[config.mk]
export PLATFORM = sky130hd
export DESIGN_NAME = sps_cfg
export DESIGN_NICKNAME = d
export VERILOG_FILES = /design/src/design/sps_pkg.sv /design/src/design/sps_cfg.sv
export SDC_FILE = /design/constraint.sdc
export NUM_CORES = 1
export LEC_CHECK = 0
export BUFFER_PORTS_ARGS = -buffer_cell sky130_fd_sc_hd__buf_2
export CAP_MARGIN = 40
export CELL_PAD_IN_SITES_DETAIL_PLACEMENT = 1
export CELL_PAD_IN_SITES_GLOBAL_PLACEMENT = 1
export CORE_ASPECT_RATIO = 1.1
export CORE_MARGIN = 8
export CORE_UTILIZATION = 37
export DETAILED_ROUTE_END_ITERATION = 12
export PLACE_DENSITY = 0.86
export SYNTH_ARGS = -nofsm -noshare
export SYNTH_HDL_FRONTEND = slang
export SYNTH_SLANG_ARGS = --single-unit
[constraint.sdc]
create_clock -name clk -period 0.8 [get_ports clk]
set_input_delay 0.04 -clock clk [delete_from_list [all_inputs] [get_ports clk]]
set_output_delay 0.04 -clock clk [all_outputs]
set_load 0.03 [all_outputs]
[src/design/sps_pkg.sv]
package sps_pkg;

    // widths of the fixed-point formats
    localparam int COUNT_BITS = 16;
    localparam int POS_W      = 32;
    localparam int COST_W     = 40;
    localparam int RATIO_W    = 16;
    localparam int AREA_W     = 51;
    localparam int NCNT_W     = COUNT_BITS + 1;
    localparam int MUL_W      = (NCNT_W > 32) ? NCNT_W : 32;
    localparam int PSUM_W     = RATIO_W + NCNT_W + 1;
    localparam int RAW_W      = RATIO_W + NCNT_W + 4;
    localparam int BIAS_A_W   = ((RAW_W + 2 + 7) / 8) * 8;
    localparam int BIAS_W     = (BIAS_A_W > COST_W + 8) ? BIAS_A_W : COST_W + 8;
    localparam int BIAS_STEPS = BIAS_W / 8;
    localparam int BCNT_W     = $clog2(BIAS_STEPS + 1);
    localparam int TC_W       = 16;
    localparam int TC_EXT_W   = (COUNT_BITS > TC_W) ? COUNT_BITS : TC_W;
    localparam int ONE_Q16    = 65536;
    localparam logic [3:0] BIAS_DEN = 4'd5;
    localparam logic [COST_W-1:0] COST_MAX = '1;

    // event queue
    localparam int FIFO_DEPTH = 4;
    localparam int FIFO_AW    = 2;

    // event kinds
    localparam logic [1:0] KIND_END   = 2'd0;
    localparam logic [1:0] KIND_PLANE = 2'd1;
    localparam logic [1:0] KIND_BEGIN = 2'd2;
    localparam logic [1:0] KIND_NONE  = 2'd3;

    // configuration register indexes
    localparam int CFG_IDX_W = 3;
    localparam logic [CFG_IDX_W-1:0] CFG_MIN_X     = 3'd0;
    localparam logic [CFG_IDX_W-1:0] CFG_MAX_X     = 3'd1;
    localparam logic [CFG_IDX_W-1:0] CFG_MIN_Y     = 3'd2;
    localparam logic [CFG_IDX_W-1:0] CFG_MAX_Y     = 3'd3;
    localparam logic [CFG_IDX_W-1:0] CFG_MIN_Z     = 3'd4;
    localparam logic [CFG_IDX_W-1:0] CFG_MAX_Z     = 3'd5;
    localparam logic [CFG_IDX_W-1:0] CFG_AXIS      = 3'd6;
    localparam logic [CFG_IDX_W-1:0] CFG_TRI_COUNT = 3'd7;

    typedef logic [COUNT_BITS-1:0] cnt_t;

    typedef struct packed {
        logic signed [POS_W-1:0] position;
        logic [1:0]              event_kind;
        logic                    last_event;
    } event_t;

    typedef struct packed {
        logic [COST_W-1:0]       min_cost;
        logic signed [POS_W-1:0] best_position;
        logic                    plane_side;
        logic                    found;
    } result_t;

    typedef struct packed {
        event_t ev;
        logic   skip;
    } front_item_t;

    typedef struct packed {
        logic [5:0][POS_W-1:0] bound;
        logic [1:0]            axis;
        logic [TC_W-1:0]       tri_count;
        logic                  tc_load;
    } cfg_t;

endpackage

[src/design/sps_cfg.sv]
module sps_cfg (
    input  logic                             clk,
    input  logic                             rst_n,
    input  logic                             cfg_valid,
    output logic                             cfg_ready,
    input  logic [sps_pkg::CFG_IDX_W-1:0]    cfg_index,
    input  logic [31:0]                      cfg_data,
    output sps_pkg::cfg_t                    cfg
);
    import sps_pkg::*;

    logic [5:0][POS_W-1:0] bound_reg;
    logic [1:0]            axis_reg;
    logic [TC_W-1:0]       tc_reg;
    logic                  tc_load_reg;

    assign cfg_ready = 1'b1;

    // register file, a transfer writes one entry
    always_ff @(posedge clk or negedge rst_n)
    begin
        if (!rst_n)
        begin
            bound_reg   <= '0;
            axis_reg    <= '0;
            tc_reg      <= '0;
            tc_load_reg <= 1'b0;
        end
        else
        begin
            tc_load_reg <= 1'b0;
            if (cfg_valid)
            begin
                unique case (cfg_index)
                    CFG_MIN_X, CFG_MAX_X, CFG_MIN_Y, CFG_MAX_Y, CFG_MIN_Z, CFG_MAX_Z:
                    begin
                        bound_reg[cfg_index] <= cfg_data;
                    end
                    CFG_AXIS:
                    begin
                        axis_reg <= cfg_data[1:0];
                    end
                    CFG_TRI_COUNT:
                    begin
                        tc_reg      <= cfg_data[TC_W-1:0];
                        tc_load_reg <= 1'b1;
                    end
                    default:
                    begin
                    end
                endcase
            end
        end
    end

    assign cfg.bound     = bound_reg;
    assign cfg.axis      = axis_reg;
    assign cfg.tri_count = tc_reg;
    assign cfg.tc_load   = tc_load_reg;

endmodule

# Yosys cells after proc, flatten, opt, wreduce, memory -nomap -nowiden
# Index checks and enable logic that the tools add are counted.
# W data, S select, Z words.
[totals]
inputBits = 38
output_inout_bits = 212
word_cells = 29
register_bits = 211
[op_classes]
eq_ne = 7
n_mux = 5
order_cmp = 2
n_reduce_logical = 6
[ops]
columns = ["op", "n"]
rows = [
  ["$bwmux W192", 1],
  ["$demux W32 S3", 1],
  ["$mux W32", 1],
  ["$eq A3 B3 Y1 const B", 4],
  ["$eq A3 B2 Y1 const B", 2],
  ["$reduce_and A2 Y1", 3],
  ["$reduce_or A6 Y1", 1],
  ["$lt A3 B4 Y1 const B", 1],
  ["$eq A3 B1 Y1 const B", 1],
  ["$ge A3 B1 Y1 const B", 1],
  ["$logic_not A3 Y1", 1],
  ["$mux W1", 2],
  ["$logic_and A1 B1 Y1", 1],
]

# Logic depth before layout (Yosys ltp)
[logic_depth]
ltp_word = 5
mapped_depth = 5
mapped_depth_nobuf = 2

# Worst setup path before layout
# No wires, ideal clock.
[synth_path]
path_type = "input -> register"
startpoint = "in cfg_index[0] (netlist name)"
endpoint = "reg bound_reg (netlist bit cfg[19])"
setup_slack_ns = -0.435
setup_ns = 0.125
t_arrival_ns = 1.110
n_path_buf = 2
path_stages = 4
required_time_ns = 0.675
path_cell_list = "buf_2 -> nor4b_4 -> buf_6 -> mux2_2"
[synth_between]
elab_chain_cells = 5
word_cells_on_any_way = 14
classes_between = "order compare: 2; eq/ne: 5; mux: 3; reduce/logical: 4"
[synth_lines]
columns = ["element", "line", "rtl"]
rows = [
  ["start, declared", "sps_cfg.sv:6", "input logic [sps_pkg::CFG_IDX_W-1:0] cfg_index,"],
  ["$lt A3 B4 Y1 (implied by the code) or $ge A3 B1 Y1 (tied branches)", "sps_cfg.sv:37", "bound_reg[cfg_index] <= cfg_data;"],
  ["$logic_and A1 B1 Y1 (implied by the code)", "sps_cfg.sv:37", ""],
  ["$mux W32 (implied by the code)", "sps_cfg.sv:37", ""],
  ["$demux W32 S3", "sps_cfg.sv:37", ""],
  ["$bwmux W192", "sps_cfg.sv:37", ""],
  ["end signal, assigned by index", "sps_cfg.sv:37", ""],
  ["end, declared", "sps_cfg.sv:12", "logic [5:0][POS_W-1:0] bound_reg;"],
]
# Several ways; a longest one is shown, not always the timed one.
# A chain may end at the register's enable or synchronous reset.

# Worst setup path in the final report
[layout_path]
startpoint = "reg bound_reg (netlist bit cfg[31])"
endpoint = "out cfg[31] (netlist name)"
[layout_rtl]
columns = ["element", "line", "rtl"]
rows = [
  ["end, declared", "sps_cfg.sv:8", "output sps_pkg::cfg_t cfg"],
]
# No word-level cell between the ends.

==> flow_metrics.env <==
export IMPL_fmax_mhz=795
export IMPL_hp_class="in -> reg"
export IMPL_setup_tns_ns=-90.78
export IMPL_arrival_ns=1.22
export IMPL_crit_path_end="cfg[31]"
export IMPL_drt_pass1_iter_count=4
export IMPL_wl_per_cell_um=35.3
export IMPL_start_kind="flop"
export IMPL_drive_above_1_share_pct=74.9
export IMPL_ctsLongestPathBuffers=3
export IMPL_final_nets=980
export IMPL_synthDistinctLibCells=12
export IMPL_cts_sinks=211
export IMPL_timing_final_crit_period_ns=1.26
export IMPL_antenna_left=0
export IMPL_violations="negative setup slack"
export IMPL_r2r_end="cfg[38]$_DFFE_PN0P_"
export IMPL_core_area_sq_mm=0.0212
export IMPL_grt_pass1_wl_um=51700
export IMPL_portBuffers=248
export IMPL_yosys_top_cells_area="dfrtp_1 (66%), mux2_2 (27%), mux2_1 (2.5%)"
export IMPL_die_w_um=156
export IMPL_remaining_drc_errors=0
export IMPL_path_clk_slew_ns=0.07
export IMPL_drt_initial_drc_count=378
export IMPL_crit_type="reg -> out"
export IMPL_routed_wl_um=43900
export IMPL_ys_ff_latch=211
export IMPL_netlist_area_sq_mm=0.00798
export IMPL_postSynthAreaPerCell_sq_um=17.4
export IMPL_yosys_area_top_type="dfrtp_1"
export IMPL_vias=6424
export IMPL_largest_reg_flops=192
export IMPL_grt_max_degree=62
export IMPL_fin_total_pwr_mw=46.6
export IMPL_hold_viol_final=0
export IMPL_grt_total_usage_pct=26.4
export IMPL_placed_cell_area_sq_mm=0.0104
export IMPL_grt_overflow=0
export IMPL_reg2reg_depth=3
export IMPL_synth_fp_nets=497
export IMPL_area_delta_synth_final_pct=88.8
export IMPL_clk_latency_ns=0.51
export IMPL_ys_seq_area_share_pct=66.2
export IMPL_rows=56
export IMPL_postLayoutCellArea_sq_mm=0.0151
export IMPL_cp_max_fo=2
export IMPL_timing_final_crit_share_pct=157
export IMPL_multi_input_area_sq_mm=0.00315
export IMPL_r2r_slack_ns=-0.27
export IMPL_rsz0062_at_grt="yes"
export IMPL_reg2reg_from="cfg[38]$_DFFE_PN0P_"
export IMPL_setup_viol=404
export IMPL_layout_setup_ws_ns=-0.458
export IMPL_first_global_vias=7129
export IMPL_p_leak_nw=7.36
export IMPL_vdd_ir_drop_max_mv=2.24
export IMPL_final_common_cell="buf_6"
export IMPL_cts_tree="yes"
export IMPL_htree_levels=1
export IMPL_antenna_found_initial=1
export IMPL_slew_violations=0
export IMPL_outcome="complete, but fails checks"
export IMPL_crit_path_start="cfg[31]$_DFFE_PN0P_"
export IMPL_max_cap_violations=0
export IMPL_syn_instance_count=459
export IMPL_initial_core_util_pct=37.6
export IMPL_die_area_sq_mm=0.0265
export IMPL_seq_area_sq_mm=0.00529
export IMPL_die_h_um=170
export IMPL_cts_made_buffers=23
export IMPL_layout_common_cells="buf_6 (341), dfrtp_1 (201), mux2_4 (171)"
export IMPL_root_buffer="clkbuf_16"
export IMPL_ys_warn_count=0
export IMPL_dp_hpwl_um=17700
export IMPL_synth_top_cell_area_share_pct=66.2
export IMPL_viasPerCell=5.16
export IMPL_hold_start="cfg_index[1]"
export IMPL_cp_required_ns=0.76
export IMPL_finClkSkew_ns=0
export IMPL_power_density_mw_per_mm2=3090
export IMPL_fill_cells=1808
export IMPL_gp_congestion=0.740
export IMPL_worst_setup_path_end_kind="output pin"
export IMPL_ios=250
area by class of cell:
class | count | area share [%]
inverter | 1 | 0.0249
timing repair buffer | 486 | 36.7
antenna | 1 | 0.0166
multi-input combinational | 219 | 20.9
tap | 290 | 2.41
clock buffer | 29 | 4.30
sequential | 211 | 35.1
clock inverter | 9 | 0.465
timing repair:
action | in CTS | in global routing
setup endpoints to repair | 395 | 409
hold buffers | 33 | 0
gates cloned | 10 | 6
buffers inserted | 80 | 97
resized for setup | 530 | 174
endpoints found under the hold margin | 421 | 0
pin swaps | 4 | 4
through the flow:
stage	setup slack [ns]	cells	hold slack, ns	util [%]
floorplan	-0.410	459	-0.256	-
global placement	-0.706	1027	0.0368	48.8
detailed placement	-0.706	1027	0.0441	48.8
CTS	-0.436	1187	0.0218	65.9
global route	-0.478	1246	0.0423	70.9
finish	-0.458	1246	0.0434	70.9
cells by family (layout without fill, tap and decap cells):
| kind of cell | count (synthesis) | count (layout) | synth area share [%] |
|---|---|---|---|
| DFF | 211 | 211 | 66.2 |
| muxes | 210 | 210 | 29.6 |
| buffers and inverters | 29 | 525 | 2.95 |
| and+or+nand+nor | 8 | 8 | 1.16 |
| other | 1 | 2 | 0.0470 |
synthesized netlist by cell type:
cell	count
nand4b_1	3
nor4b_4	1
mux2_1	18
buf_2	11
buf_4	4
conb_1	1
nand4_2	1
buf_6	13
dfrtp_1	211
nor4bb_1	3
inv_1	1
mux2_2	192
how the worst min path moves through the flow:
| stage | endpoint | slack (ns) | depth (start not counted) |
|---|---|---|---|
| after CTS | axis_reg[0]$_DFFE_PN0P_ | 0.02 | 3 |
| after global routing | axis_reg[0]$_DFFE_PN0P_ | 0.04 | 3 |
| after detailed placement | cfg[74]$_DFFE_PN0P_ | 0.04 | 2 |
| final | axis_reg[1]$_DFFE_PN0P_ | 0.04 | 3 |
| after global placement | cfg[74]$_DFFE_PN0P_ | 0.04 | 2 |
| after floorplan | axis_reg[0]$_DFFE_PN0P_ | -0.26 | 0 |
critical path: stages (launching register included):
cell     delay (ns)
dfrtp_1        0.43
buf_6          0.15
buf_6          0.13
power breakdown:
part / leakage, nW / total, mW / internal [mW] / switching (mW)
clock: 0.366 / 11.0 / 6.02 / 4.96
sequential: 2.52 / 15.8 / 13.0 / 2.71
combinational: 4.47 / 19.8 / 10.3 / 9.52
total: 7.36 / 46.6 / 29.4 / 17.2
per-layer routing:
layer	wire length, um	GRT usage, %
met1	15800	27.4
met2	23400	51.0
met3	2650	5.48
met4	2080	10.1
met5	0	0
Power figures use the tool's default switching activity.
