## config.mk

```make
export PLATFORM = sky130hd
export DESIGN_NAME = sps_front
export DESIGN_NICKNAME = d
export VERILOG_FILES = /design/src/design/sps_pkg.sv /design/src/design/sps_front.sv
export SDC_FILE = /design/constraint.sdc
export NUM_CORES = 1
export LEC_CHECK = 0
export ABC_AREA = 0
export BUFFER_PORTS_ARGS = -buffer_cell sky130_fd_sc_hd__buf_2
export CORE_ASPECT_RATIO = 0.9
export CORE_MARGIN = 2
export CORE_UTILIZATION = 27
export DETAILED_ROUTE_END_ITERATION = 6
export GPL_ROUTABILITY_DRIVEN = 0
export PLACE_DENSITY = 0.47
export SYNTH_ARGS = -nofsm -noshare
export SYNTH_HDL_FRONTEND = slang
export SYNTH_SLANG_ARGS = --single-unit
```

## constraint.sdc

```tcl
create_clock -name clk -period 2.33 [get_ports clk]
set_input_delay 0 -clock clk [delete_from_list [all_inputs] [get_ports clk]]
set_output_delay 0 -clock clk [all_outputs]
set_load 0.05 [all_outputs]
```

## src/design/sps_pkg.sv

```systemverilog
package sps_pkg;

    // widths of the fixed-point formats
    localparam int COUNT_BITS = 16;
    localparam int POS_W      = 32;
    localparam int COST_W     = 40;
    localparam int RATIO_W    = 16;
    localparam int AREA_W     = 51;
    localparam int NCNT_W     = COUNT_BITS + 1;
    localparam int MUL_W      = (NCNT_W > 32) ? NCNT_W : 32;
    localparam int PSUM_W     = RATIO_W + NCNT_W + 1;
    localparam int RAW_W      = RATIO_W + NCNT_W + 4;
    localparam int BIAS_A_W   = ((RAW_W + 2 + 7) / 8) * 8;
    localparam int BIAS_W     = (BIAS_A_W > COST_W + 8) ? BIAS_A_W : COST_W + 8;
    localparam int BIAS_STEPS = BIAS_W / 8;
    localparam int BCNT_W     = $clog2(BIAS_STEPS + 1);
    localparam int TC_W       = 16;
    localparam int TC_EXT_W   = (COUNT_BITS > TC_W) ? COUNT_BITS : TC_W;
    localparam int ONE_Q16    = 65536;
    localparam logic [3:0] BIAS_DEN = 4'd5;
    localparam logic [COST_W-1:0] COST_MAX = '1;

    // event queue
    localparam int FIFO_DEPTH = 4;
    localparam int FIFO_AW    = 2;

    // event kinds
    localparam logic [1:0] KIND_END   = 2'd0;
    localparam logic [1:0] KIND_PLANE = 2'd1;
    localparam logic [1:0] KIND_BEGIN = 2'd2;
    localparam logic [1:0] KIND_NONE  = 2'd3;

    // configuration register indexes
    localparam int CFG_IDX_W = 3;
    localparam logic [CFG_IDX_W-1:0] CFG_MIN_X     = 3'd0;
    localparam logic [CFG_IDX_W-1:0] CFG_MAX_X     = 3'd1;
    localparam logic [CFG_IDX_W-1:0] CFG_MIN_Y     = 3'd2;
    localparam logic [CFG_IDX_W-1:0] CFG_MAX_Y     = 3'd3;
    localparam logic [CFG_IDX_W-1:0] CFG_MIN_Z     = 3'd4;
    localparam logic [CFG_IDX_W-1:0] CFG_MAX_Z     = 3'd5;
    localparam logic [CFG_IDX_W-1:0] CFG_AXIS      = 3'd6;
    localparam logic [CFG_IDX_W-1:0] CFG_TRI_COUNT = 3'd7;

    typedef logic [COUNT_BITS-1:0] cnt_t;

    typedef struct packed {
        logic signed [POS_W-1:0] position;
        logic [1:0]              event_kind;
        logic                    last_event;
    } event_t;

    typedef struct packed {
        logic [COST_W-1:0]       min_cost;
        logic signed [POS_W-1:0] best_position;
        logic                    plane_side;
        logic                    found;
    } result_t;

    typedef struct packed {
        event_t ev;
        logic   skip;
    } front_item_t;

    typedef struct packed {
        logic [5:0][POS_W-1:0] bound;
        logic [1:0]            axis;
        logic [TC_W-1:0]       tri_count;
        logic                  tc_load;
    } cfg_t;

endpackage

```

## src/design/sps_front.sv

```systemverilog
module sps_front (
    input  logic                  clk,
    input  logic                  rst_n,
    input  logic                  push,
    output logic                  full,
    input  sps_pkg::event_t       sweep_event,
    output logic                  q_valid,
    input  logic                  q_pop,
    output sps_pkg::front_item_t  q_item
);
    import sps_pkg::*;

    front_item_t           mem [FIFO_DEPTH];
    logic [FIFO_AW-1:0]    wr_ptr_reg;
    logic [FIFO_AW-1:0]    rd_ptr_reg;
    logic [FIFO_AW:0]      count_reg;
    logic                  do_push;
    logic                  do_pop;
    front_item_t           item_in;

    assign full    = (count_reg == (FIFO_AW+1)'(FIFO_DEPTH));
    assign q_valid = (count_reg != '0);
    assign do_push = push && !full;
    assign do_pop  = q_pop && q_valid;

    // classify: an event of unknown kind only carries its last mark
    always_comb
    begin
        item_in.ev   = sweep_event;
        item_in.skip = (sweep_event.event_kind == KIND_NONE);
    end

    always_ff @(posedge clk)
    begin
        if (do_push)
        begin
            mem[wr_ptr_reg] <= item_in;
        end
    end

    assign q_item = mem[rd_ptr_reg];

    // queue pointers
    always_ff @(posedge clk or negedge rst_n)
    begin
        if (!rst_n)
        begin
            wr_ptr_reg <= '0;
            rd_ptr_reg <= '0;
            count_reg  <= '0;
        end
        else
        begin
            if (do_push)
            begin
                wr_ptr_reg <= wr_ptr_reg + 1'b1;
            end
            if (do_pop)
            begin
                rd_ptr_reg <= rd_ptr_reg + 1'b1;
            end
            if (do_push && !do_pop)
            begin
                count_reg <= count_reg + 1'b1;
            end
            else if (do_pop && !do_push)
            begin
                count_reg <= count_reg - 1'b1;
            end
        end
    end

endmodule

```

# Word level (Yosys, flattened, before mapping)

Memory sizes are Yosys's and may differ from the RTL's.
Index checks and enable logic that the tools add are counted.

Add/subtract/negate cells: 4
Reduce and logical (&&, ||, !) cells: 9
Equality and inequality tests: 2
Multiplexer cells: 4

Operators with widths:

| operator              | count |
|---|---|
| $mux W3               | 2 |
| $add A2 B1 Y2 const B | 2 |
| $logic_and A1 B1 Y1   | 4 |
| $add A3 B1 Y3 const B | 1 |
| $eq A3 B3 Y1 const B  | 1 |
| $logic_not A1 Y1      | 3 |
| $reduce_bool A3 Y1    | 1 |
| $sub A3 B1 Y3 const B | 1 |
| $eq A2 B2 Y1 const B  | 1 |
| $mux W1               | 2 |
| $reduce_bool A2 Y1    | 1 |

Bits of input ports: 39
Bits in writable memories: 144
Register bits after elaboration: 7
Word-level logic and storage cells: 23
Output and inout port bits: 38
Memories: 1

Memory list:

| memory | words | width | read ports | clocked after Yosys merged registers in | write ports | line            | text |
|---|---|---|---|---|---|---|---|
| mem    | 4     | 36    | 1          | 0                                       | 1           | sps_front.sv:13 | `front_item_t mem [FIFO_DEPTH];` |

# Depth between registers and ports, before layout

Gate-level depths: netlist of the first run.

Word-level depth: 7
Depth in mapped cells: 9
Mapped depth without buffers: 8

# Least setup slack after synthesis of the first run

Ideal clock, no wire load.

Kind: flip-flop to flip-flop
From: register count_reg[0]
To: register count_reg[1]
Arrival: 2.342 ns
Period minus slack after synthesis: 2.467 ns
Library setup time: 0.125 ns
Path slack: -0.137 ns
Cell stages (with the launch flop): 8
Required time: 2.205 ns
Buffers on the path: 1
Path through: dfrtp_1 nor3b_2 nor2b_1 buf_6 ha_1 inv_1 fa_1 mux2_2

Cells in the longest elaborated chain, start to end: 6
Elaborated cells on any way between the ends: 14
Classes of those cells: 2 x add/sub; 1 x eq/ne; 2 x mux; 9 x reduce/logical

RTL lines:

| element                             | line            | text |
|---|---|---|
| from (decl)                         | sps_front.sv:16 | `logic [FIFO_AW:0] count_reg;` |
| from (signal assigned)              | sps_front.sv:64 | `count_reg <= count_reg + 1'b1;` |
| from (signal assigned)              | sps_front.sv:68 | `count_reg <= count_reg - 1'b1;` |
| $eq A3 B3 Y1 (*)                    | sps_front.sv:21 | `assign full = (count_reg == (FIFO_AW+1)'(FIFO_DEPTH));` |
| named net full                      | sps_front.sv:5  | `output logic full,` |
| $logic_not A1 Y1 (*)                | sps_front.sv:23 | `assign do_push = push && !full;` |
| $logic_and A1 B1 Y1 (*)             | sps_front.sv:23 |  |
| named net do_push                   | sps_front.sv:17 | `logic do_push;` |
| $logic_not A1 Y1                    | sps_front.sv:66 | `else if (do_pop && !do_push)` |
| $logic_and A1 B1 Y1                 | sps_front.sv:66 |  |
| $reduce_bool A2 Y1 (no source line) | n/a             |  |

The timed path passes the listed nets; every way through them passes the cells marked *. The select of a mux whose other input is x is not followed.
A chain may end at the register's enable or synchronous reset.

==> results of run 1 <==
-- worst max path at each step --
stage,start,to,slack (ps),depth (start not counted)
after floorplan,count_reg[0],count_reg[2],20,8
after global placement,count_reg[0],count_reg[2],240,8
after detailed placement,count_reg[0],count_reg[2],220,8
after CTS,rd_ptr_reg[0],q_item[11],110,3
after global routing,rd_ptr_reg[0],q_item[11],60,3
final,rd_ptr_reg[0],q_item[11],190,3
-- metal layers --
layer,wire length [um],up-vias,share of wire [%]
met5,0,-,0
met4,172,0,1.6
met3,502,12,4.6
met2,5229,62,48
met1,5072,1444,46
li1,-,1218,-
-- report_power, final --
| part | total [uW] | switching (uW) | internal (uW) |
|---|---|---|---|
| logic | 3900 | 2620 | 1280 |
| clock network | 2620 | 1060 | 1570 |
| registers | 3870 | 265 | 3610 |
| total | 10400 | 3940 | 6460 |
-- cell type report --
cell class / instances / area, sq um
fill: 1963 / 13310
multi-input combinational: 61 / 1049
sequential: 151 / 4504
clock inverter: 13 / 130.1
timing repair buffer: 127 / 883.3
tap: 260 / 325.3
clock buffer: 19 / 432.9
inverter: 3 / 11.26
-- timing repair --
item / in CTS / in global routing
buffers inserted: 0 / 0
hold buffers: 38 / 0
hold endpoints to repair: 149 / 0
-- through the flow --
| step | area, sq um | worst slack (ps) |
|---|---|---|
| 2_1_floorplan | 5644 | 17.61 |
| 3_3_place_gp | 6392 | 237.6 |
| 3_5_place_dp | 6392 | 223.8 |
| 4_1_cts | 7336 | 107.1 |
| 5_1_grt | 7336 | 60.88 |
| 6_report | 7336 | 192.9 |
-- cells in the final DEF (no fill, tap or decap), drive strengths merged --
master and count:
inv 5, nor2 1, xnor2 4, clkinvlp 4, nand3 1, mux4 36
nand2 1, xor2 2, fa 1, edfxtp 144, mux2 2, dfrtp 7
clkinv 5, buf 89, nor2b 1, clkbuf 19, ha 5, nor3b 1
bufinv 2, or3 1, dlygate4sd3 38, and2 5
-- kinds of logic after synthesis --
group / count (synthesis) / synth area share (%)
xor gates and xnor gates: 6 / 0.9321
adders and majority gates: 6 / 1.465
buffers and inverters: 12 / 1.798
DFF: 151 / 79.80
muxes: 38 / 14.78
and+or+nand+nor: 11 / 1.220
-- worst max-delay path, cell delays in order (launching register included) --
cell and delay (ps):
sky130_fd_sc_hd__dfrtp_4 640, sky130_fd_sc_hd__buf_4 300, sky130_fd_sc_hd__mux4_2 540, sky130_fd_sc_hd__buf_2 230
==> impl_metrics.json, run 1 <==
{
  "fin_worst_skew_ps": 11.74,
  "status": "finished, final reports clean",
  "synth.largest_area_cell": "sky130_fd_sc_hd__edfxtp_1",
  "setup_tns_ps": 0,
  "remaining_routing_drc_violations": 0,
  "static-leakage-power_uw": 0.002546,
  "period_share_pct": 91.72,
  "first_pass_iters": 4,
  "number_of_synthesized_flops_with_an_enable_pin": 144,
  "portBuffers": 76,
  "finalHoldWorstSlack_ps": 120.3,
  "clock_tree.root_cell": "sky130_fd_sc_hd__clkbuf_16",
  "first_global_vias": 2912,
  "data_arrival_time_of_the_critical_path_ps": 2140,
  "grt_first_pass_wirelength_mm": 16.97,
  "antennaDiodeCount": 0,
  "max_slew_margin_pct": 74.31,
  "top_usage_layer": "met2",
  "route.vias.total": 2736,
  "start_util_pct": 27.31,
  "cts-root-to-sink-buffers": 2,
  "clock_transition_at_path_regs_ps": 60,
  "cts_repair_resize_count": 0,
  "slew_violations": 0,
  "synth.top_cells.by_area": "sky130_fd_sc_hd__edfxtp_1 (77%), sky130_fd_sc_hd__mux4_2 (14%), sky130_fd_sc_hd__dfrtp_1 (3.1%)",
  "largest_register_ffs": 144,
  "critPathRequiredTime_ps": 2330,
  "residual_antenna_violating_net_count_after_detailed_routing": 0,
  "numCtsBuffers": 17,
  "worst_r2r_endpoint": "count_reg[2]",
  "met1_grt_util_pct": 13.95,
  "dieHeight_um": 141.1,
  "synth_seq_area_share_pct": 79.80,
  "maximum_number_of_pins_on_one_net_before_global_route_repair": 23,
  "cellPowerDensity_nw_per_um2": 1417,
  "post-dp-hpwl_mm": 6.693,
  "grtUsageMet3_pct": 3.658,
  "avgRoutedWirePerCell_um": 17.31,
  "max_freq_mhz": 467.9,
  "place_inst": 564,
  "total_power_uw": 10390,
  "top_ports": 77,
  "routed_wire_length_mm": 10.98,
  "min_delay_path_depth": 4,
  "startpoint_type": "register",
  "rsz0062_at_grt": "false",
  "number_of_antenna_violations_at_the_first_check_in_global_routing": 0,
  "hold_path_class": "primary input to register",
  "postSynthAreaPerCell_sq_um": 25.17,
  "setup_violations": 0,
  "fin_crit_ps": 2137,
  "worst_r2r_path_depth": 8,
  "finalHoldViolations": 0,
  "worst_supply_voltage_drop_on_vdd_v": 0.0005160,
  "syn_nets": 269,
  "synthesis.area_sq_um": 5638,
  "worst-path-max-fanout": 15,
  "yosys.cell_types.count": 20,
  "synthTopCellsByCount": "sky130_fd_sc_hd__edfxtp_1 (144), sky130_fd_sc_hd__mux4_2 (36), sky130_fd_sc_hd__dfrtp_1 (7)",
  "drive_gt1_share_pct": 43.32,
  "timing_worst_setup_path_type": "register to primary output",
  "ctsHtreeMaxLevel": 4,
  "grt_util_met2_pct": 16.32,
  "synth_most_common_cell": "sky130_fd_sc_hd__edfxtp_1",
  "tightest_slew_ps": 385.3,
  "share_of_the_synthesized_area_in_the_top_cell_type_pct": 76.70,
  "die_x_um": 156.3,
  "ys_warn_count": 0,
  "via_per_inst": 4.315,
  "postSynthRegisterBits": 151,
  "critical_path.reg2reg.startpoint": "count_reg[0]",
  "tritoncts_num_sinks": 151,
  "post-route-util_pct": 35.53,
  "floorplan.core_area_sq_um": 20640,
  "globalRouteOverflowTotal": 0,
  "cts_tree": "done",
  "fp-row-count": 50,
  "final-instance-count-excl-fill": 634,
  "maxCapViolCount": 0,
  "critPathCaptureType": "primary output",
  "detailedRoute.firstIterationViolations": 154,
  "asyncSetResetFlopFracSynth_pct": 4.636,
  "layout-area-overhead-vs-synth_pct": 30.12,
  "min_to": "wr_ptr_reg[0]",
  "insertion_delay_ps": 420,
  "groute.usage.overall_pct": 10.75,
  "gate_count_post_synth": 224,
  "finalNetCount": 406,
  "synth-main-ff-cell": "sky130_fd_sc_hd__edfxtp_1",
  "min_from": "push",
  "r2r_setup_slack_ps": 200,
  "design.die.area_sq_um": 22050
}
Note: power is estimated with default switching activity, not from simulation.
==> run 2: changes to the inputs <==
--- a/config.mk
+++ b/config.mk
@@ -6,13 +6,12 @@
 export NUM_CORES = 1
 export LEC_CHECK = 0
 export ABC_AREA = 0
-export BUFFER_PORTS_ARGS = -buffer_cell sky130_fd_sc_hd__buf_2
 export CORE_ASPECT_RATIO = 0.9
-export CORE_MARGIN = 2
 export CORE_UTILIZATION = 27
 export DETAILED_ROUTE_END_ITERATION = 6
+export DONT_BUFFER_PORTS = 1
 export GPL_ROUTABILITY_DRIVEN = 0
-export PLACE_DENSITY = 0.47
+export PLACE_DENSITY = 0.43
 export SYNTH_ARGS = -nofsm -noshare
 export SYNTH_HDL_FRONTEND = slang
 export SYNTH_SLANG_ARGS = --single-unit
==> constraint.sdc (replaced) <==
create_clock -name clk -period 2.33 [get_ports clk]
set_input_delay 0 -clock clk [delete_from_list [all_inputs] [get_ports clk]]
set_output_delay 0 -clock clk [all_outputs]
set_load 0.1 [all_outputs]
==> run 2 against run 1 <==
Flip-flop and latch count is the same. Die area shrank 2.7%. Non-clock buffer count shrank 74.
==> impl_metrics.json, run 2 (synthesized netlist as in run 1, its figures left out) <==
{
  "status": "finished, final reports clean",
  "cts-root-to-sink-buffers": 2,
  "setup_violations": 0,
  "post-dp-hpwl_mm": 6.318,
  "worst_path_slowest_cell": "sky130_fd_sc_hd__or3_2",
  "maximum_number_of_pins_on_one_net_before_global_route_repair": 26,
  "cts_tree": "done",
  "remaining_routing_drc_violations": 0,
  "maxCapViolCount": 0,
  "grt_util_met2_pct": 17.03,
  "design.die.area_sq_um": 21460,
  "max_freq_mhz": 471.1,
  "top_ports": 77,
  "via_per_inst": 4.333,
  "floorplan.core_area_sq_um": 20230,
  "delay_of_the_slowest_critical_path_stage_ps": 480,
  "groute.usage.overall_pct": 10.75,
  "mostFrequentLayoutCells": "sky130_fd_sc_hd__edfxtp_1 (144), sky130_fd_sc_hd__dlygate4sd3_1 (38), sky130_fd_sc_hd__mux4_2 (36), sky130_fd_sc_hd__clkbuf_16 (17), sky130_fd_sc_hd__buf_4 (8)",
  "largest_register_ffs": 144,
  "finalHoldViolations": 0,
  "number_of_antenna_violations_at_the_first_check_in_global_routing": 0,
  "fin_worst_skew_ps": 9.413,
  "hold_path_class": "primary input to register",
  "die_x_um": 154.3,
  "max_slew_margin_pct": 63.26,
  "detailedRoute.firstIterationViolations": 143,
  "startpoint_type": "register",
  "clock_transition_at_path_regs_ps": 60,
  "timing_worst_setup_path_type": "register to register",
  "rsz0062_at_grt": "false",
  "critPathCaptureType": "register",
  "numCtsBuffers": 17,
  "grtUsageMet3_pct": 4.219,
  "worst-path-max-fanout": 4,
  "met1_grt_util_pct": 13.14,
  "tightest_slew_ps": 552.4,
  "routed_wire_length_mm": 10.48,
  "avgRoutedWirePerCell_um": 18.95,
  "globalRouteOverflowTotal": 0,
  "first_global_vias": 2669,
  "clock_tree.root_cell": "sky130_fd_sc_hd__clkbuf_16",
  "insertion_delay_ps": 410,
  "residual_antenna_violating_net_count_after_detailed_routing": 0,
  "dieHeight_um": 139.1,
  "antennaDiodeCount": 0,
  "critPathRequiredTime_ps": 2660,
  "portBuffers": 0,
  "cp_cell_sequence": "or3_2 -> nand2_1 -> ha_4 -> inv_2 -> fa_1 -> xor2_1 -> nor2_1 -> xor2_1",
  "ctsHtreeMaxLevel": 4,
  "period_share_pct": 91.10,
  "first_pass_iters": 4,
  "grt_first_pass_wirelength_mm": 16.21,
  "tritoncts_num_sinks": 151,
  "final-instance-count-excl-fill": 553,
  "place_inst": 485,
  "top_usage_layer": "met2",
  "start_util_pct": 27.87,
  "fp-row-count": 49,
  "drive_gt1_share_pct": 29.87,
  "route.vias.total": 2396,
  "crit_top_cell": "sky130_fd_sc_hd__xor2_1",
  "layout-area-overhead-vs-synth_pct": 25.32,
  "layout_commonest_cell": "sky130_fd_sc_hd__edfxtp_1",
  "finalNetCount": 332,
  "data_arrival_time_of_the_critical_path_ps": 2460,
  "slew_violations": 0,
  "fin_crit_ps": 2123
}
## run 2: timing repair
item,4_1_cts,5_1_grt
resized for setup,0,0
endpoints found under the hold margin,154,0
buffers inserted,0,0
hold buffers,38,0
## run 2: routing by layer
metal | vias up | share of wire (%)
met1 | 1267 | 44
li1 | 1066 | -
met3 | 10 | 5.0
met2 | 53 | 49
met4 | 0 | 1.4
met5 | - | 0
## run 2: final cells by class
cell class,instances,area [sq um]
sequential,151,4504
inverter,3,11.26
clock inverter,13,162.7
tap,255,319.1
multi-input combinational,61,1062
fill,1887,13170
timing repair buffer,53,580.6
clock buffer,17,425.4
## run 2: critical path: cells and delay by family (launching register included)
family / cells / cell delay (ps)
adder cells (fa/ha/maj): 2 / 530
XOR/XNOR: 2 / 300
AND/OR/NAND/NOR: 3 / 750
flip-flops: 1 / 440
buffers and inverters: 1 / 30
## run 2: worst paths after layout
kind,from,slack [ps],cells after the start,endpoint
min,push,60,3,wr_ptr_reg[0]
max in group asynchronous,rst_n,1570,2,rd_ptr_reg[0]
max,count_reg[1],210,8,count_reg[2]
max reg2reg,count_reg[1],210,8,count_reg[2]
min in group asynchronous,rst_n,460,2,rd_ptr_reg[0]
min reg2reg,count_reg[2],490,1,count_reg[2]
## run 2: per-stage QoR
step                TNS (ps)  setup WS (ps)  utilization (%)  cell area (sq um)  hold slack (ps)
global placement           0          244.5            30.14               6097           -295.2
global route               0          105.7            34.92               7066            49.34
detailed placement         0          198.2            30.14               6097           -295.1
floorplan             -360.7         -238.9                -               5663           -295.6
finish                     0          207.4            34.92               7066            59.33
CTS                        0          175.7            34.92               7066            36.54
Power of run 2 is not shown: default switching activity piles up to over one toggle a cycle in this logic, so the estimate is an artifact.
==> run 3: changes to the inputs <==
--- a/config.mk
+++ b/config.mk
@@ -11,7 +11,9 @@
 export DETAILED_ROUTE_END_ITERATION = 6
 export DONT_BUFFER_PORTS = 1
 export GPL_ROUTABILITY_DRIVEN = 0
+export HOLD_SLACK_MARGIN = 0.06
 export PLACE_DENSITY = 0.43
+export SKIP_LAST_GASP = 1
 export SYNTH_ARGS = -nofsm -noshare
 export SYNTH_HDL_FRONTEND = slang
 export SYNTH_SLANG_ARGS = --single-unit
==> run 3 against run 2 <==
Via count hardly changed. Maximum frequency about the same. Flip-flop and latch count did not move. Final area increased by 0.14%. Register-to-register slack about the same. Sequential share of layout area shrank 0.090 points. Clock skew is essentially flat. Utilization is essentially flat. Non-clock buffer count rose by 1.
==> impl_metrics.json, run 3 (synthesized netlist as in run 1, its figures left out) <==
{
  "finalNetCount": 333,
  "critPathRequiredTime_ps": 2660,
  "globalRouteOverflowTotal": 0,
  "largest_register_ffs": 144,
  "crit_top_cell": "sky130_fd_sc_hd__xor2_1",
  "first_global_vias": 2671,
  "layout-area-overhead-vs-synth_pct": 25.50,
  "numCtsBuffers": 17,
  "fin_worst_skew_ps": 9.305,
  "via_per_inst": 4.329,
  "cts_tree": "done",
  "dieHeight_um": 139.1,
  "r2r_setup_slack_ps": 210,
  "maximum_number_of_pins_on_one_net_before_global_route_repair": 26,
  "setup_tns_ps": 0,
  "cts.repair_timing.setup_buffer_count": 0,
  "clock_tree.root_cell": "sky130_fd_sc_hd__clkbuf_16",
  "die_x_um": 154.3,
  "antennaDiodeCount": 0,
  "residual_antenna_violating_net_count_after_detailed_routing": 0,
  "fp-row-count": 49,
  "route.vias.total": 2398,
  "number_of_antenna_violations_at_the_first_check_in_global_routing": 0,
  "tightest_slew_ps": 552.4,
  "detailedRoute.firstIterationViolations": 143,
  "insertion_delay_ps": 410,
  "ctsHtreeMaxLevel": 4,
  "cp_cell_sequence": "or3_2 -> nand2_1 -> ha_4 -> inv_2 -> fa_1 -> xor2_1 -> nor2_1 -> xor2_1",
  "timing_worst_setup_path_type": "register to register",
  "status": "finished, final reports clean",
  "groute.usage.overall_pct": 10.76,
  "max_freq_mhz": 471.0,
  "period_share_pct": 91.13,
  "post-dp-hpwl_mm": 6.318,
  "startpoint_type": "register",
  "floorplan.core_area_sq_um": 20230,
  "maxCapViolCount": 0,
  "first_pass_iters": 4,
  "start_util_pct": 27.87,
  "setup_violations": 0,
  "rsz0062_at_grt": "false",
  "mostFrequentLayoutCells": "sky130_fd_sc_hd__edfxtp_1 (144), sky130_fd_sc_hd__dlygate4sd3_1 (39), sky130_fd_sc_hd__mux4_2 (36), sky130_fd_sc_hd__clkbuf_16 (17), sky130_fd_sc_hd__buf_4 (8)",
  "data_arrival_time_of_the_critical_path_ps": 2460,
  "top_ports": 77,
  "avgRoutedWirePerCell_um": 18.91,
  "clock_transition_at_path_regs_ps": 60,
  "portBuffers": 0,
  "worst_path_slowest_cell": "sky130_fd_sc_hd__or3_2",
  "delay_of_the_slowest_critical_path_stage_ps": 480,
  "hold_path_class": "primary input to register",
  "holdBufCountCts": 39,
  "critPathCaptureType": "register",
  "grt_first_pass_wirelength_mm": 16.23,
  "slew_violations": 0,
  "fin_crit_ps": 2123,
  "design.die.area_sq_um": 21460,
  "drive_gt1_share_pct": 29.77,
  "worst-path-max-fanout": 4,
  "cts-root-to-sink-buffers": 2,
  "remaining_routing_drc_violations": 0,
  "cts_repair_resize_count": 0,
  "layout_commonest_cell": "sky130_fd_sc_hd__edfxtp_1",
  "finalHoldViolations": 0,
  "routed_wire_length_mm": 10.48,
  "tritoncts_num_sinks": 151,
  "max_slew_margin_pct": 63.26
}
[run 3: per-stage QoR]
stage               setup slack [ps]  instance area [sq um]  util, %  hold slack [ps]  std cells
detailed placement             198.2                   6097    30.14           -295.1        485
global route                   105.7                   7076    34.97            286.5        554
finish                         206.7                   7076    34.97            284.4        554
floorplan                     -238.9                   5663        -           -295.6        224
global placement               244.5                   6097    30.14           -295.2        485
CTS                            175.7                   7076    34.97            266.6        554
[run 3: path summary, 6_finish.rpt]
| check | startpoint | to | cells past startpoint |
|---|---|---|---|
| worst max-delay path | count_reg[1] | count_reg[2] | 8 |
| worst min-delay path | sweep_event[18] | mem[1][19] | 1 |
| worst max register to register | count_reg[1] | count_reg[2] | 8 |
| worst min register to register | count_reg[2] | count_reg[2] | 1 |
| max in group asynchronous | rst_n | rd_ptr_reg[0] | 2 |
| min in group asynchronous | rst_n | rd_ptr_reg[0] | 2 |
[run 3: final cells by class]
class	instances	area (sq um)
well taps	255	319.1
clock buffers	17	425.4
fillers	1886	13160
multi-input cells	61	1062
repair buffers	54	590.6
flip-flops and latches	151	4504
inverters	3	11.26
clock inverters	13	162.7
[run 3: critical path, delay by kind of cell, from the launching register on]
family / cells / cell delay (ps)
simple gates: 3 / 750
xor+xnor: 2 / 300
fa+ha+maj: 2 / 530
flops: 1 / 440
buf+inv: 1 / 30
[run 3: layer usage]
layer	up-vias	global-route usage (%)	wire length, um
met1	1267	13.16	4662
met2	53	17.06	5151
met3	10	4.188	513
li1	1068	-	-
met5	-	0	0
met4	0	4.377	148
Power of run 3 is left out for the same reason.
